[src/sv/ptrt_pkg.sv]
// Shared types and constants of the periodic task release table.
package ptrt_pkg;

	localparam int KIND_W      = 3;
	localparam int IDX_W       = 3;
	localparam int TAG_W       = 8;
	localparam int DELAY_W     = 32;
	localparam int PERIOD_W    = 31;
	localparam int RUNS_W      = 8;
	localparam int SLOT_OUT_W  = 4;
	localparam int RESULTS_MAX = 8;
	localparam int REL_CNT_W   = 4;

	localparam logic [RUNS_W-1:0]         RUNS_MAX  = 8'hFF;
	localparam logic signed [DELAY_W-1:0] DELAY_MIN = 32'sh8000_0000;

	// Operation status reported in every result word.
	localparam logic OP_DONE  = 1'b0;
	localparam logic OP_ERROR = 1'b1;

	typedef enum logic [KIND_W-1:0] {
		KIND_TICK     = 3'd0,
		KIND_ADD      = 3'd1,
		KIND_DELETE   = 3'd2,
		KIND_MODIFY   = 3'd3,
		KIND_DISPATCH = 3'd4
	} kind_t;

	typedef enum logic [2:0] {
		ST_IDLE,
		ST_ADD,
		ST_RD,
		ST_EX,
		ST_FIN
	} state_t;

	typedef struct packed {
		logic [TAG_W-1:0]         tag;
		logic signed [DELAY_W-1:0] delay;
		logic [PERIOD_W-1:0]      period;
		logic [RUNS_W-1:0]        runs;
	} slot_entry_t;

	typedef struct packed {
		logic                  op_status;
		logic [SLOT_OUT_W-1:0] slot_index;
		logic                  run_valid;
		logic [TAG_W-1:0]      run_tag;
	} rsp_word_t;

endpackage

[src/sv/ptrt_cmd_if.sv]
// Command channel: one word per table operation.
interface ptrt_cmd_if;
	logic                              valid;
	logic                              ready;
	logic [ptrt_pkg::KIND_W-1:0]       kind;
	logic [ptrt_pkg::IDX_W-1:0]        task_index;
	logic [ptrt_pkg::TAG_W-1:0]        task_tag;
	logic [ptrt_pkg::PERIOD_W-1:0]     start_delay;
	logic [ptrt_pkg::PERIOD_W-1:0]     period_ticks;

	modport source (output valid, kind, task_index, task_tag, start_delay, period_ticks,
		input ready);
	modport sink (input valid, kind, task_index, task_tag, start_delay, period_ticks,
		output ready);
endinterface

[src/sv/ptrt_rsp_if.sv]
// Response channel: status and task release words.
interface ptrt_rsp_if;
	logic                              valid;
	logic                              ready;
	logic                              op_status;
	logic [ptrt_pkg::SLOT_OUT_W-1:0]   slot_index;
	logic                              run_valid;
	logic [ptrt_pkg::TAG_W-1:0]        run_tag;
	logic                              error_latched;
	logic                              last;

	modport source (output valid, op_status, slot_index, run_valid, run_tag, error_latched,
		last, input ready);
	modport sink (input valid, op_status, slot_index, run_valid, run_tag, error_latched,
		last, output ready);
endinterface

[src/sv/periodic_task_release_table.sv]
// Top level of the periodic task release table: sequencer, valid bits and response register.
//
// Usage: commands arrive on cmd (tick, add, delete, modify period, dispatch), one word
// per operation; results leave on rsp, one word per result, the final word of each
// command marked by last. Dispatch gives one word per released slot (at most eight),
// lowest slot first, or a single empty word when no slot is ready.
// Sequencing: cmd.ready is high only while the sequencer is idle.
// Tick and dispatch walk the slot memory slot by slot (read, then update through the
// shared slot unit and write back). Add scans the valid bits one slot per cycle.
// Modify period reads, writes back and responds; delete clears the valid bit and
// responds. The single memory port pair sets this sequencing of reads and writes.
// Reset: the valid bits clear at once, so every slot reads as empty with no clearing
// pass; the sticky error flag clears too. Memory contents of empty slots are ignored.
// Stall: results sit in a one-word output register; while it is full and rsp.ready is
// low, the sequencer holds at the next result and the table does not change further.
module periodic_task_release_table #(
	parameter int TASK_SLOTS = 8
) (
	input  logic          clk,
	input  logic          arst_n,
	ptrt_cmd_if.sink      cmd,
	ptrt_rsp_if.source    rsp
);

	localparam int SLOT_W = (TASK_SLOTS > 1) ? $clog2(TASK_SLOTS) : 1;

	localparam logic [SLOT_W-1:0] SLOT_LAST = SLOT_W'(TASK_SLOTS - 1);
	localparam logic [ptrt_pkg::REL_CNT_W-1:0] REL_LAST =
		ptrt_pkg::REL_CNT_W'(ptrt_pkg::RESULTS_MAX - 1);
	localparam logic [ptrt_pkg::SLOT_OUT_W-1:0] SLOT_FULL =
		ptrt_pkg::SLOT_OUT_W'(TASK_SLOTS);

	// Sequencer state
	ptrt_pkg::state_t                     state_q, state_d;
	logic [SLOT_W-1:0]                    idx_q, idx_d;
	logic [ptrt_pkg::REL_CNT_W-1:0]       cnt_q, cnt_d;
	logic                                 have_q, have_d;
	ptrt_pkg::rsp_word_t                  pend_q, pend_d;
	logic                                 sticky_q, sticky_d;
	logic [TASK_SLOTS-1:0]                valid_q;

	// Latched command
	ptrt_pkg::kind_t                      kind_q;
	logic [ptrt_pkg::TAG_W-1:0]           tag_q;
	logic [ptrt_pkg::PERIOD_W-1:0]        sdelay_q;
	logic [ptrt_pkg::PERIOD_W-1:0]        per_q;

	// Output register
	logic                                 out_vld_q;
	ptrt_pkg::rsp_word_t                  out_q;
	logic                                 out_err_q;
	logic                                 out_last_q;

	// Control
	logic                                 accept;
	logic                                 can_push;
	logic                                 push;
	logic                                 push_last;
	logic                                 mem_we;
	logic                                 mem_re;
	logic                                 vld_we;
	logic                                 vld_val;
	logic [SLOT_W-1:0]                    vld_addr;
	logic                                 cmd_in_range;
	logic [SLOT_W-1:0]                    cmd_slot;
	logic [SLOT_W+3:0]                    slot_ext;
	ptrt_pkg::kind_t                      cmd_kind;
	ptrt_pkg::slot_entry_t                mem_rdata;
	ptrt_pkg::slot_entry_t                cur_entry;
	ptrt_pkg::slot_entry_t                nxt_entry;

	assign cmd_kind     = ptrt_pkg::kind_t'(cmd.kind);
	assign cmd_in_range = (32'(cmd.task_index) < 32'(TASK_SLOTS));
	assign cmd_slot     = SLOT_W'(cmd.task_index);
	assign slot_ext     = {4'b0000, idx_q};
	assign cmd.ready    = (state_q == ptrt_pkg::ST_IDLE);
	assign accept       = cmd.valid && cmd.ready;
	assign can_push     = !out_vld_q || rsp.ready;

	// Empty slots read as all zero whatever the memory holds.
	assign cur_entry = valid_q[idx_q] ? mem_rdata : '0;

	ptrt_slot_mem #(
		.DEPTH (TASK_SLOTS),
		.AW    (SLOT_W)
	) u_mem (
		.clk   (clk),
		.we    (mem_we),
		.waddr (idx_q),
		.wdata (nxt_entry),
		.re    (mem_re),
		.raddr (idx_q),
		.rdata (mem_rdata)
	);

	ptrt_slot_alu u_alu (
		.op           (kind_q),
		.cur          (cur_entry),
		.task_tag     (tag_q),
		.start_delay  (sdelay_q),
		.period_ticks (per_q),
		.nxt          (nxt_entry)
	);

	always_comb begin
		state_d   = state_q;
		idx_d     = idx_q;
		cnt_d     = cnt_q;
		have_d    = have_q;
		pend_d    = pend_q;
		sticky_d  = sticky_q;
		push      = 1'b0;
		push_last = 1'b1;
		mem_we    = 1'b0;
		mem_re    = 1'b0;
		vld_we    = 1'b0;
		vld_val   = 1'b0;
		vld_addr  = idx_q;

		unique case (state_q)
			ptrt_pkg::ST_IDLE: begin
				if (accept) begin
					pend_d = '0;
					have_d = 1'b0;
					cnt_d  = '0;
					idx_d  = '0;
					unique case (cmd_kind) inside
						ptrt_pkg::KIND_TICK, ptrt_pkg::KIND_DISPATCH: begin
							state_d = ptrt_pkg::ST_RD;
						end
						ptrt_pkg::KIND_ADD: begin
							state_d = ptrt_pkg::ST_ADD;
						end
						ptrt_pkg::KIND_DELETE: begin
							// Clear the slot; an empty slot also raises the sticky error.
							state_d = ptrt_pkg::ST_FIN;
							if (cmd_in_range) begin
								vld_we   = 1'b1;
								vld_addr = cmd_slot;
								if (!valid_q[cmd_slot]) begin
									sticky_d         = 1'b1;
									pend_d.op_status = ptrt_pkg::OP_ERROR;
								end
							end else begin
								pend_d.op_status = ptrt_pkg::OP_ERROR;
							end
						end
						ptrt_pkg::KIND_MODIFY: begin
							if (cmd_in_range && valid_q[cmd_slot]) begin
								idx_d   = cmd_slot;
								state_d = ptrt_pkg::ST_RD;
							end else begin
								pend_d.op_status = ptrt_pkg::OP_ERROR;
								state_d          = ptrt_pkg::ST_FIN;
							end
						end
						default: begin
							pend_d.op_status = ptrt_pkg::OP_ERROR;
							state_d          = ptrt_pkg::ST_FIN;
						end
					endcase
				end
			end

			ptrt_pkg::ST_ADD: begin
				// Take the first free slot, or report a full table.
				if (!valid_q[idx_q]) begin
					mem_we            = 1'b1;
					vld_we            = 1'b1;
					vld_val           = 1'b1;
					pend_d.slot_index = slot_ext[ptrt_pkg::SLOT_OUT_W-1:0];
					state_d           = ptrt_pkg::ST_FIN;
				end else if (idx_q == SLOT_LAST) begin
					sticky_d          = 1'b1;
					pend_d.op_status  = ptrt_pkg::OP_ERROR;
					pend_d.slot_index = SLOT_FULL;
					state_d           = ptrt_pkg::ST_FIN;
				end else begin
					idx_d = idx_q + 1'b1;
				end
			end

			ptrt_pkg::ST_RD: begin
				mem_re  = 1'b1;
				state_d = ptrt_pkg::ST_EX;
			end

			ptrt_pkg::ST_EX: begin
				case (kind_q)
					ptrt_pkg::KIND_TICK: begin
						mem_we = valid_q[idx_q];
						if (idx_q == SLOT_LAST) begin
							state_d = ptrt_pkg::ST_FIN;
						end else begin
							idx_d   = idx_q + 1'b1;
							state_d = ptrt_pkg::ST_RD;
						end
					end
					ptrt_pkg::KIND_MODIFY: begin
						mem_we  = 1'b1;
						state_d = ptrt_pkg::ST_FIN;
					end
					ptrt_pkg::KIND_DISPATCH: begin
						if (cur_entry.runs == '0) begin
							if (idx_q == SLOT_LAST) begin
								state_d = ptrt_pkg::ST_FIN;
							end else begin
								idx_d   = idx_q + 1'b1;
								state_d = ptrt_pkg::ST_RD;
							end
						end else if (!have_q || can_push) begin
							// Flush the previous release, then hold this one as pending.
							push      = have_q;
							push_last = 1'b0;
							if (cur_entry.period == '0) begin
								vld_we = 1'b1;
							end else begin
								mem_we = 1'b1;
							end
							pend_d.op_status  = ptrt_pkg::OP_DONE;
							pend_d.slot_index = slot_ext[ptrt_pkg::SLOT_OUT_W-1:0];
							pend_d.run_valid  = 1'b1;
							pend_d.run_tag    = cur_entry.tag;
							have_d            = 1'b1;
							cnt_d             = cnt_q + 1'b1;
							if (cnt_q == REL_LAST || idx_q == SLOT_LAST) begin
								state_d = ptrt_pkg::ST_FIN;
							end else begin
								idx_d   = idx_q + 1'b1;
								state_d = ptrt_pkg::ST_RD;
							end
						end
					end
					default: begin
						state_d = ptrt_pkg::ST_FIN;
					end
				endcase
			end

			ptrt_pkg::ST_FIN: begin
				if (can_push) begin
					push    = 1'b1;
					state_d = ptrt_pkg::ST_IDLE;
				end
			end

			default: begin
				state_d = ptrt_pkg::ST_IDLE;
			end
		endcase
	end

	always_ff @(posedge clk or negedge arst_n) begin
		if (!arst_n) begin
			state_q  <= ptrt_pkg::ST_IDLE;
			idx_q    <= '0;
			cnt_q    <= '0;
			have_q   <= 1'b0;
			sticky_q <= 1'b0;
			kind_q   <= ptrt_pkg::KIND_TICK;
		end else begin
			state_q  <= state_d;
			idx_q    <= idx_d;
			cnt_q    <= cnt_d;
			have_q   <= have_d;
			sticky_q <= sticky_d;
			if (accept) begin
				kind_q <= cmd_kind;
			end
		end
	end

	always_ff @(posedge clk) begin
		pend_q <= pend_d;
		if (accept) begin
			tag_q    <= cmd.task_tag;
			sdelay_q <= cmd.start_delay;
			per_q    <= cmd.period_ticks;
		end
	end

	// Valid bits: clear on reset, set on add, drop on delete or one-shot release.
	always_ff @(posedge clk or negedge arst_n) begin
		if (!arst_n) begin
			valid_q <= '0;
		end else if (vld_we) begin
			valid_q[vld_addr] <= vld_val;
		end
	end

	// Output register: load on push, drop when the receiver takes the word.
	always_ff @(posedge clk or negedge arst_n) begin
		if (!arst_n) begin
			out_vld_q <= 1'b0;
		end else if (push) begin
			out_vld_q <= 1'b1;
		end else if (rsp.ready) begin
			out_vld_q <= 1'b0;
		end
	end

	always_ff @(posedge clk) begin
		if (push) begin
			out_q      <= pend_q;
			out_err_q  <= sticky_q;
			out_last_q <= push_last;
		end
	end

	assign rsp.valid         = out_vld_q;
	assign rsp.op_status     = out_q.op_status;
	assign rsp.slot_index    = out_q.slot_index;
	assign rsp.run_valid     = out_q.run_valid;
	assign rsp.run_tag       = out_q.run_tag;
	assign rsp.error_latched = out_err_q;
	assign rsp.last          = out_last_q;

endmodule

[src/sv/ptrt_slot_mem.sv]
// Slot entry storage: one write port, one read port with registered read data.
module ptrt_slot_mem #(
	parameter int DEPTH = 8,
	parameter int AW    = 3
) (
	input  logic                    clk,
	input  logic                    we,
	input  logic [AW-1:0]           waddr,
	input  ptrt_pkg::slot_entry_t   wdata,
	input  logic                    re,
	input  logic [AW-1:0]           raddr,
	output ptrt_pkg::slot_entry_t   rdata
);

	ptrt_pkg::slot_entry_t mem_q [DEPTH];
	ptrt_pkg::slot_entry_t rdata_q;

	always_ff @(posedge clk) begin
		if (we) begin
			mem_q[waddr] <= wdata;
		end
	end

	always_ff @(posedge clk) begin
		if (re) begin
			rdata_q <= mem_q[raddr];
		end
	end

	assign rdata = rdata_q;

endmodule

[src/sv/ptrt_slot_alu.sv]
// Shared slot update unit: tick countdown, release, period change and fresh entry.
module ptrt_slot_alu (
	input  ptrt_pkg::kind_t                 op,
	input  ptrt_pkg::slot_entry_t           cur,
	input  logic [ptrt_pkg::TAG_W-1:0]      task_tag,
	input  logic [ptrt_pkg::PERIOD_W-1:0]   start_delay,
	input  logic [ptrt_pkg::PERIOD_W-1:0]   period_ticks,
	output ptrt_pkg::slot_entry_t           nxt
);

	logic signed [ptrt_pkg::DELAY_W-1:0] dec;
	logic                                expired;

	// Count down, saturate at the most negative delay.
	assign dec     = (cur.delay == ptrt_pkg::DELAY_MIN) ? cur.delay : cur.delay - 32'sd1;
	assign expired = dec[ptrt_pkg::DELAY_W-1] || (dec == '0);

	always_comb begin
		nxt = cur;
		unique case (op)
			ptrt_pkg::KIND_TICK: begin
				nxt.delay = dec;
				if (expired) begin
					if (cur.runs != ptrt_pkg::RUNS_MAX) begin
						nxt.runs = cur.runs + 8'd1;
					end
					if (cur.period != '0) begin
						nxt.delay = {1'b0, cur.period};
					end
				end
			end
			ptrt_pkg::KIND_ADD: begin
				nxt.tag    = task_tag;
				nxt.delay  = {1'b0, start_delay};
				nxt.period = period_ticks;
				nxt.runs   = '0;
			end
			ptrt_pkg::KIND_MODIFY: begin
				nxt.period = period_ticks;
			end
			ptrt_pkg::KIND_DISPATCH: begin
				nxt.runs = cur.runs - 8'd1;
			end
			default: begin
				nxt = cur;
			end
		endcase
	end

endmodule
[src/flat_wrapper.sv]
// flat-port wrapper written by rule: the top's interface ports become plain ports
module periodic_task_release_table_flat 
#(
	parameter int TASK_SLOTS = 8
)
  (clk, arst_n, cmd_valid, cmd_kind, cmd_task_index, cmd_task_tag, cmd_start_delay, cmd_period_ticks, cmd_ready, rsp_valid, rsp_op_status, rsp_slot_index, rsp_run_valid, rsp_run_tag, rsp_error_latched, rsp_last, rsp_ready);
  ptrt_cmd_if cmd_i ();
  ptrt_rsp_if rsp_i ();
  input  logic clk;
  input  logic arst_n;
  input wire logic [$bits(cmd_i.valid)-1:0] cmd_valid;
  input wire logic [$bits(cmd_i.kind)-1:0] cmd_kind;
  input wire logic [$bits(cmd_i.task_index)-1:0] cmd_task_index;
  input wire logic [$bits(cmd_i.task_tag)-1:0] cmd_task_tag;
  input wire logic [$bits(cmd_i.start_delay)-1:0] cmd_start_delay;
  input wire logic [$bits(cmd_i.period_ticks)-1:0] cmd_period_ticks;
  output wire logic [$bits(cmd_i.ready)-1:0] cmd_ready;
  output wire logic [$bits(rsp_i.valid)-1:0] rsp_valid;
  output wire logic [$bits(rsp_i.op_status)-1:0] rsp_op_status;
  output wire logic [$bits(rsp_i.slot_index)-1:0] rsp_slot_index;
  output wire logic [$bits(rsp_i.run_valid)-1:0] rsp_run_valid;
  output wire logic [$bits(rsp_i.run_tag)-1:0] rsp_run_tag;
  output wire logic [$bits(rsp_i.error_latched)-1:0] rsp_error_latched;
  output wire logic [$bits(rsp_i.last)-1:0] rsp_last;
  input wire logic [$bits(rsp_i.ready)-1:0] rsp_ready;
  assign cmd_i.valid = cmd_valid;
  assign cmd_i.kind = cmd_kind;
  assign cmd_i.task_index = cmd_task_index;
  assign cmd_i.task_tag = cmd_task_tag;
  assign cmd_i.start_delay = cmd_start_delay;
  assign cmd_i.period_ticks = cmd_period_ticks;
  assign cmd_ready = cmd_i.ready;
  assign rsp_valid = rsp_i.valid;
  assign rsp_op_status = rsp_i.op_status;
  assign rsp_slot_index = rsp_i.slot_index;
  assign rsp_run_valid = rsp_i.run_valid;
  assign rsp_run_tag = rsp_i.run_tag;
  assign rsp_error_latched = rsp_i.error_latched;
  assign rsp_last = rsp_i.last;
  assign rsp_i.ready = rsp_ready;
  periodic_task_release_table #(.TASK_SLOTS(TASK_SLOTS)) u_core (.clk(clk), .arst_n(arst_n), .cmd(cmd_i), .rsp(rsp_i));
endmodule
[config.mk]
export PLATFORM = sky130hd
export DESIGN_NAME = periodic_task_release_table_flat
export DESIGN_NICKNAME = d
export VERILOG_FILES = /design/src/sv/ptrt_pkg.sv /design/src/sv/ptrt_cmd_if.sv /design/src/sv/ptrt_rsp_if.sv /design/src/sv/periodic_task_release_table.sv /design/src/sv/ptrt_slot_mem.sv /design/src/sv/ptrt_slot_alu.sv /design/src/flat_wrapper.sv
export SDC_FILE = /design/constraint.sdc
export NUM_CORES = 1
export LEC_CHECK = 0
export ABC_AREA = 1
export BUFFER_PORTS_ARGS = -buffer_cell sky130_fd_sc_hd__buf_4
export CORE_UTILIZATION = 55
export DETAILED_ROUTE_END_ITERATION = 10
export PLACE_DENSITY = 0.77
export SYNTH_ARGS = -nofsm -noshare
export SYNTH_HDL_FRONTEND = slang
export SYNTH_SLANG_ARGS = --single-unit
[constraint.sdc]
create_clock -name clk -period 6.9 [get_ports clk]
set_clock_uncertainty 0.05 [all_clocks]
set_input_delay 0.69 -clock clk [delete_from_list [all_inputs] [get_ports clk]]
set_output_delay 0.69 -clock clk [all_outputs]
set_load 0.1 [all_outputs]
# Yosys cells after proc, flatten, opt, wreduce, memory -nomap -nowiden
# Memories as Yosys holds them, arrays and structs flattened. A register that Yosys moved wholly into a read port is not among the register bits.
# Cells that the tools add are included.
# op_classes
n_addsub,5
mul,0
n_div,0
order_cmp,4
eq_ne,28
shifts,0
n_mux,94
bitwise,2
n_reduce_logical,30
# op_table
op,n
32-bit two-way mux,3
79-bit two-way mux,1
32-bit case mux with 2 select lines,1
3-bit two-way mux,20
14-bit two-way mux,4
1-bit two-way mux,35
32-bit equality test (second input constant),1
32-bit zero test,1
32-bit by 2-bit subtractor with 32-bit output (second input constant),1
31-bit zero test,1
31-bit two-way mux,1
31-bit nonzero test,1
8-bit two-way mux,3
8-bit case mux with 3 select lines,1
4-bit two-way mux,5
3-bit case mux with 3 select lines,2
9-bit case mux with 2 select lines,1
6-bit AND reduction,3
3-bit by 2-bit equality test with 1-bit output (second input constant),5
3-bit case mux with 5 select lines,1
5-bit case mux with 3 select lines,1
3-bit equality test (second input constant),4
3-bit by 4-bit < comparator with 1-bit output (second input constant),3
3-bit case mux with 2 select lines,2
33 further kinds,62
# totals
register_bits,124
latch_bits,0
mem_bits_rw,632
mem_bits_ro,0
in_bits,80
output_inout_bits,18
word_cells,185
n_memories,1
# mem_list
name,words,word_bits,read_ports,rd_ports_with_merged_regs,wr,line_no,rtl
u_core.u_mem.mem_q,8,79,1,1,1,ptrt_slot_mem.sv:15,ptrt_pkg::slot_entry_t mem_q [DEPTH];

# Logic depth before layout (Yosys ltp)
# logic_depth
ltp_word,11
depth_mapped,27
ltp_nobuf,23

# By module
# A second synthesis with hierarchy kept.
# unflattened
hier_cells,4259
hier_area_um2,39465.4
# by_module_without_submodules
mod,instances,cells_each,area_each_um2,seq_area_each_um2
ptrt_slot_mem,1,2827,29816.1,21350.5
periodic_task_release_table,1,613,5788.1,3603.5
ptrt_slot_alu,1,819,3861.2,0.0

# Least setup slack after synthesis
# OpenSTA, ideal clock, no wires.
# synth_timing
path_kind,register to register
from,register u_core.idx_q[1]
to,"memory u_core.u_mem.mem_q[4][0] in the netlist's numbering, enable pin"
setup_time_ns,0.543
arrival_ns,6.467
required_ns,6.307
slack_ns,-0.159
path_stages_with_launch,21
path_buffers,6
period_less_slack_ns,7.059
path_cell_list,dfrtp_1 -> buf_4 -> nor2_2 -> nand2_1 -> nor2_1 -> nor2_1 -> nand2_2 -> buf_6 -> buf_6 -> buf_6 -> buf_6 -> buf_2 -> nand2_2 -> ha_1 -> nand4_1 -> inv_2 -> nand3_2 -> nand2_2 -> nor3_1 -> o21ai_1 -> a21oi_1
# synth_between
elab_chain_cells,11
elab_cells_between_ends,13
cone_classes,mux (11); reduce/logical (2)
# synth_lines
element,line_no,rtl
start: declaration,periodic_task_release_table.sv:35,"logic [SLOT_W-1:0] idx_q, idx_d;"
start signal: assignment,periodic_task_release_table.sv:263,idx_q <= idx_d;
1-bit binary-select mux with 3-bit select,"periodic_task_release_table.sv:81, periodic_task_release_table.sv:167, periodic_task_release_table.sv:191",
1-bit two-way mux (not written as such),"periodic_task_release_table.sv:81, periodic_task_release_table.sv:167, periodic_task_release_table.sv:191",
79-bit two-way mux,periodic_task_release_table.sv:81,assign cur_entry = valid_q[idx_q] ? mem_rdata : '0;
31-bit zero test,periodic_task_release_table.sv:215,if (cur_entry.period == '0) begin
1-bit two-way mux,periodic_task_release_table.sv:215,
1-bit two-way mux,periodic_task_release_table.sv:211,end else if (!have_q || can_push) begin
1-bit two-way mux,periodic_task_release_table.sv:204,if (cur_entry.runs == '0) begin
1-bit case mux with 3 select lines,periodic_task_release_table.sv:189,case (kind_q)
1-bit case mux with 2 select lines,periodic_task_release_table.sv:120,unique case (state_q)
1-bit two-way mux,ptrt_slot_mem.sv:19,if (we) begin
1-bit two-way mux (not written as such),ptrt_slot_mem.sv:20,mem_q[waddr] <= wdata;
end: declaration,ptrt_slot_mem.sv:15,
# Several ways; a longest one is shown, not always the timed one. The select of a mux whose other input is x is not followed.

==> metrics <==
RSZ-0062 raised after global routing=no; Power per Cell Area=roughly 470 nW/um^2; initial antenna violation count=0; PortBufs=97; largest net degree at the start of global routing=80; worst slew pin tran=between 1 and 1.5 ns; Inserted Diodes=0; Critical Path Fanout Max=45; Synth Area in Adders=0.002232; hold path start=cmd_start_delay[4]; chip width=249.3 um; Critical Path RT=~7.3 ns; simple-gate share of the synthesized area=0.1202; Post-CTS Setup Repair Bufs=0; Die ar.=62,140 sq um; chip height=about 250 um; root buffer cell=clkbuf_16; design area=38,130 sq um; Net Count, Synth=2,609; GRT Overall Usage=0.2804; combinational family with the most area after synthesis=simple AND/OR/NAND/NOR gates; worst hold path class=in2reg; drt first-iter violations=3,039; Top Ports=98; Routed WL per cell=between 20 and 30 um; Synth async-reset ratio=0.02874; reg2reg end=u_core.u_mem.mem_q[0][46]; Reg2Reg Depth=21; Routed Antenna Nets=0; hold depth=1; IR Drop Worst-Case VDD=roughly 0.00029 V; Compound-Gate Fraction of Synth Area=0.09353; Layout area overhead=13.39%; Slew Limit Headroom=0.2610; Crit-path slowest cell=dfrtp_1; crit path cell chain=inv_1 -> nand4_1 -> nand2_1 -> nor2_1 -> nand2_4 -> buf_4 -> o41ai_4 -> nand2_2 -> nor2_4 -> nand2_2 -> nand2_1 -> nand2_1 -> nor2_1 -> nand2_1 -> nor2_2 -> nand3_4 -> nand2_4 -> nand2_2 -> nand2_1 -> nand3_1 -> nand2_1; share of cells above drive strength 1=0.1211; Post-synth top flop=edfxtp_1; Initial Util=0.5572; TritonCTS clock tree=built; Core Area=60,360 sq um; gp weighted congestion=between 0.9 and 1; Clock Power Share=0.255; detailed placer's ending HPWL=~50,000 um; number of global-route vias before repair=approximately 21k; combinational power share=0.322; CTS Buf Count=84; Cell Area, Synth=33,630 sq um; num rows=90; hold slack=between 0.15 and 0.2 ns; Internal=11,230 uW; Yosys cell types=51; synth warn=0; Crit path top cell by count=nand2_1; Avg Synthesized Cell Area=13.33 sq um; reg2reg start=u_core.idx_q[0]; critical path class=reg2reg; Skew-Pair Late Insertion Delay=roughly 0.66 ns; Design Power=17,860 uW; nets=2,717; Mapped Cells=2,523; Routed WL=a little under 90,000 um; NetSw=about 6600 uW; Slew Viols, Final=0; DR DRC count=0; Critical Path AT=approximately 6 ns; reg2reg setup slack=1.22 ns; vias per std cell=6.361; final setup violation count=0; CTS Sinks=835; multiplexer area fraction after synthesis=0; Net Sw Frac=0.3712; clock transition at the registers of the reported paths=0.06 ns; drt first pass iters=7; Leakage=around 0.014 uW; sequential element share of the synthesized area=0.7420; filler instances=4,318; commonest cells after routing, fill and taps aside=edfxtp_1 (811), nand2_1 (530), inv_1 (173), nand3_1 (152), buf_4 (129); CP Launch Type=flip-flop; via count=~22k; TNS Setup=0 ns; Max Cap Viol=0; power share of the sequential group=0.423; Hold Vio Cnt, Final=0; post-synthesis register bit count=roughly 840; commonest non-fill, non-tap cell in the layout=edfxtp_1; Non-Filler Instances=3,482; first-pass GRT wire length=130,100 um; synth top area cells=edfxtp_1 (72%), nand2_1 (5.9%), nand3_1 (2.3%), a22oi_1 (2.2%), a22o_1 (2.1%); clock tree buffer depth=3; hold path endpoint=u_core.sdelay_q[4]; Peak Freq=around 180 MHz; Yosys top cell area share=0.7241; final worst-path cycle share=0.8239; Post-synth EDFFs=811; min Tclk post-route=5.685 ns; status=finished clean; Placed Area=35,360 sq um; slowest stage delay, CP=0.61 ns; H-tree Lvls=3; Post-CTS Resized=0; post-synthesis xor/xnor area fraction=0.004167; Worst setup EP type=flip-flop; placed insts=3,326; dominant cell type by area after synthesis=edfxtp_1; total congestion overflow=0
## stage by stage
step / setup WS (ns) / util
floorplan: -0.1595 / -
global placement: 1.624 / 0.5858
detailed placement: 1.417 / 0.5858
CTS: 1.373 / 0.6318
global route: 0.7895 / 0.6318
finish: 1.215 / 0.6318
## logic make-up (layout without fill, tap and decap cells)
group / after synthesis / count (layout)
AO/OA/AOI/OAI: 426 / 426
XOR/XNOR: 16 / 16
adder cells (fa/ha/maj): 6 / 6
buffers and inverters: 312 / 489
flip-flops: 835 / 835
AND/OR/NAND/NOR: 928 / 928
## how the worst max path moves through the flow
stage | to | cells after the start | startpoint | slack, ns
floorplan | u_core.u_mem.mem_q[4][0] | 20 | u_core.idx_q[1] | -0.16
finish | u_core.u_mem.mem_q[0][46] | 21 | u_core.idx_q[0] | 1.22
global route | u_core.u_mem.mem_q[3][60] | 21 | u_core.idx_q[0] | 0.79
CTS | u_core.u_mem.mem_q[6][54] | 21 | u_core.idx_q[0] | 1.37
global placement | u_core.u_mem.mem_q[1][47] | 21 | u_core.idx_q[0] | 1.62
detailed placement | u_core.u_mem.mem_q[7][46] | 21 | u_core.idx_q[0] | 1.42
## registers in the layout, indices dropped and copies added, names as in the netlist
name                      count
u_core.cnt_q                  4
u_core.have_q                 1
u_core.idx_q                  3
u_core.kind_q                 3
u_core.pend_q                14
u_core.per_q                 31
u_core.rsp.error_latched      1
u_core.rsp.last               1
u_core.rsp.op_status          1
u_core.rsp.run_tag            8
u_core.rsp.run_valid          1
u_core.rsp.slot_index         4
u_core.rsp.valid              1
u_core.sdelay_q              31
u_core.state_q                3
u_core.sticky_q               1
u_core.tag_q                  8
u_core.u_mem.mem_q          632
u_core.u_mem.rdata           79
u_core.valid_q                8
## worst max-delay path, delay by kind of cell, from the launching register on
kind | cells | cell delay (ns)
AND/OR/NAND/NOR | 18 | 3.94
buffers and inverters | 2 | 0.68
AO/OA/AOI/OAI | 1 | 0.13
flip-flops | 1 | 0.61
## cell type report
type | count | area (sq um) | share of cell area
clock inverter | 60 | 601.8 | 0.01578
multi-input combinational | 1376 | 7542 | 0.1978
tap | 782 | 978.4 | 0.02566
sequential | 835 | 24950 | 0.6544
timing repair buffer | 139 | 1159 | 0.03038
inverter | 195 | 734.5 | 0.01926
clock buffer | 95 | 2165 | 0.05676
## what timing repair did
action / 4_1_cts / 5_1_grt
endpoints found under the setup margin: 0 / 0
hold endpoints to repair: 24 / 0
hold buffers: 1 / 0
## Yosys cell counts, drive strengths merged (2+ instances only)
library cell and instances:
a21oi 31, a221oi 61, a22o 79, a22oi 98, a32o 3, buf 31
clkbuf 86, clkinv 10, dfrtp 24, edfxtp 811, ha 6, inv 185
nand2 540, nand3 154, nand3b 4, nand4 91, nor2 115, nor3 18
o211ai 2, o21ai 103, o31ai 12, o41ai 29, or2 4, xor2 16
## power groups by stage
stage	Clock (uW)	Sequential (uW)	Combinational (uW)
4_1_cts	4600	7530	5620
6_report	4560	7550	5750
3_5_place_dp	0	7630	5590
3_3_place_gp	0	7610	5430
5_1_grt	4780	7580	6220
2_1_floorplan	0	7710	3690
## layer usage
metal | track usage | up-vias | share of wire
li1 | - | 9619 | -
met2 | 0.4374 | 1486 | 0.47
met1 | 0.3916 | 10820 | 0.39
met5 | 0 | - | 0
met4 | 0.1081 | 0 | 0.033
met3 | 0.05643 | 223 | 0.11
No activity file was read; power rests on OpenSTA's default activity.
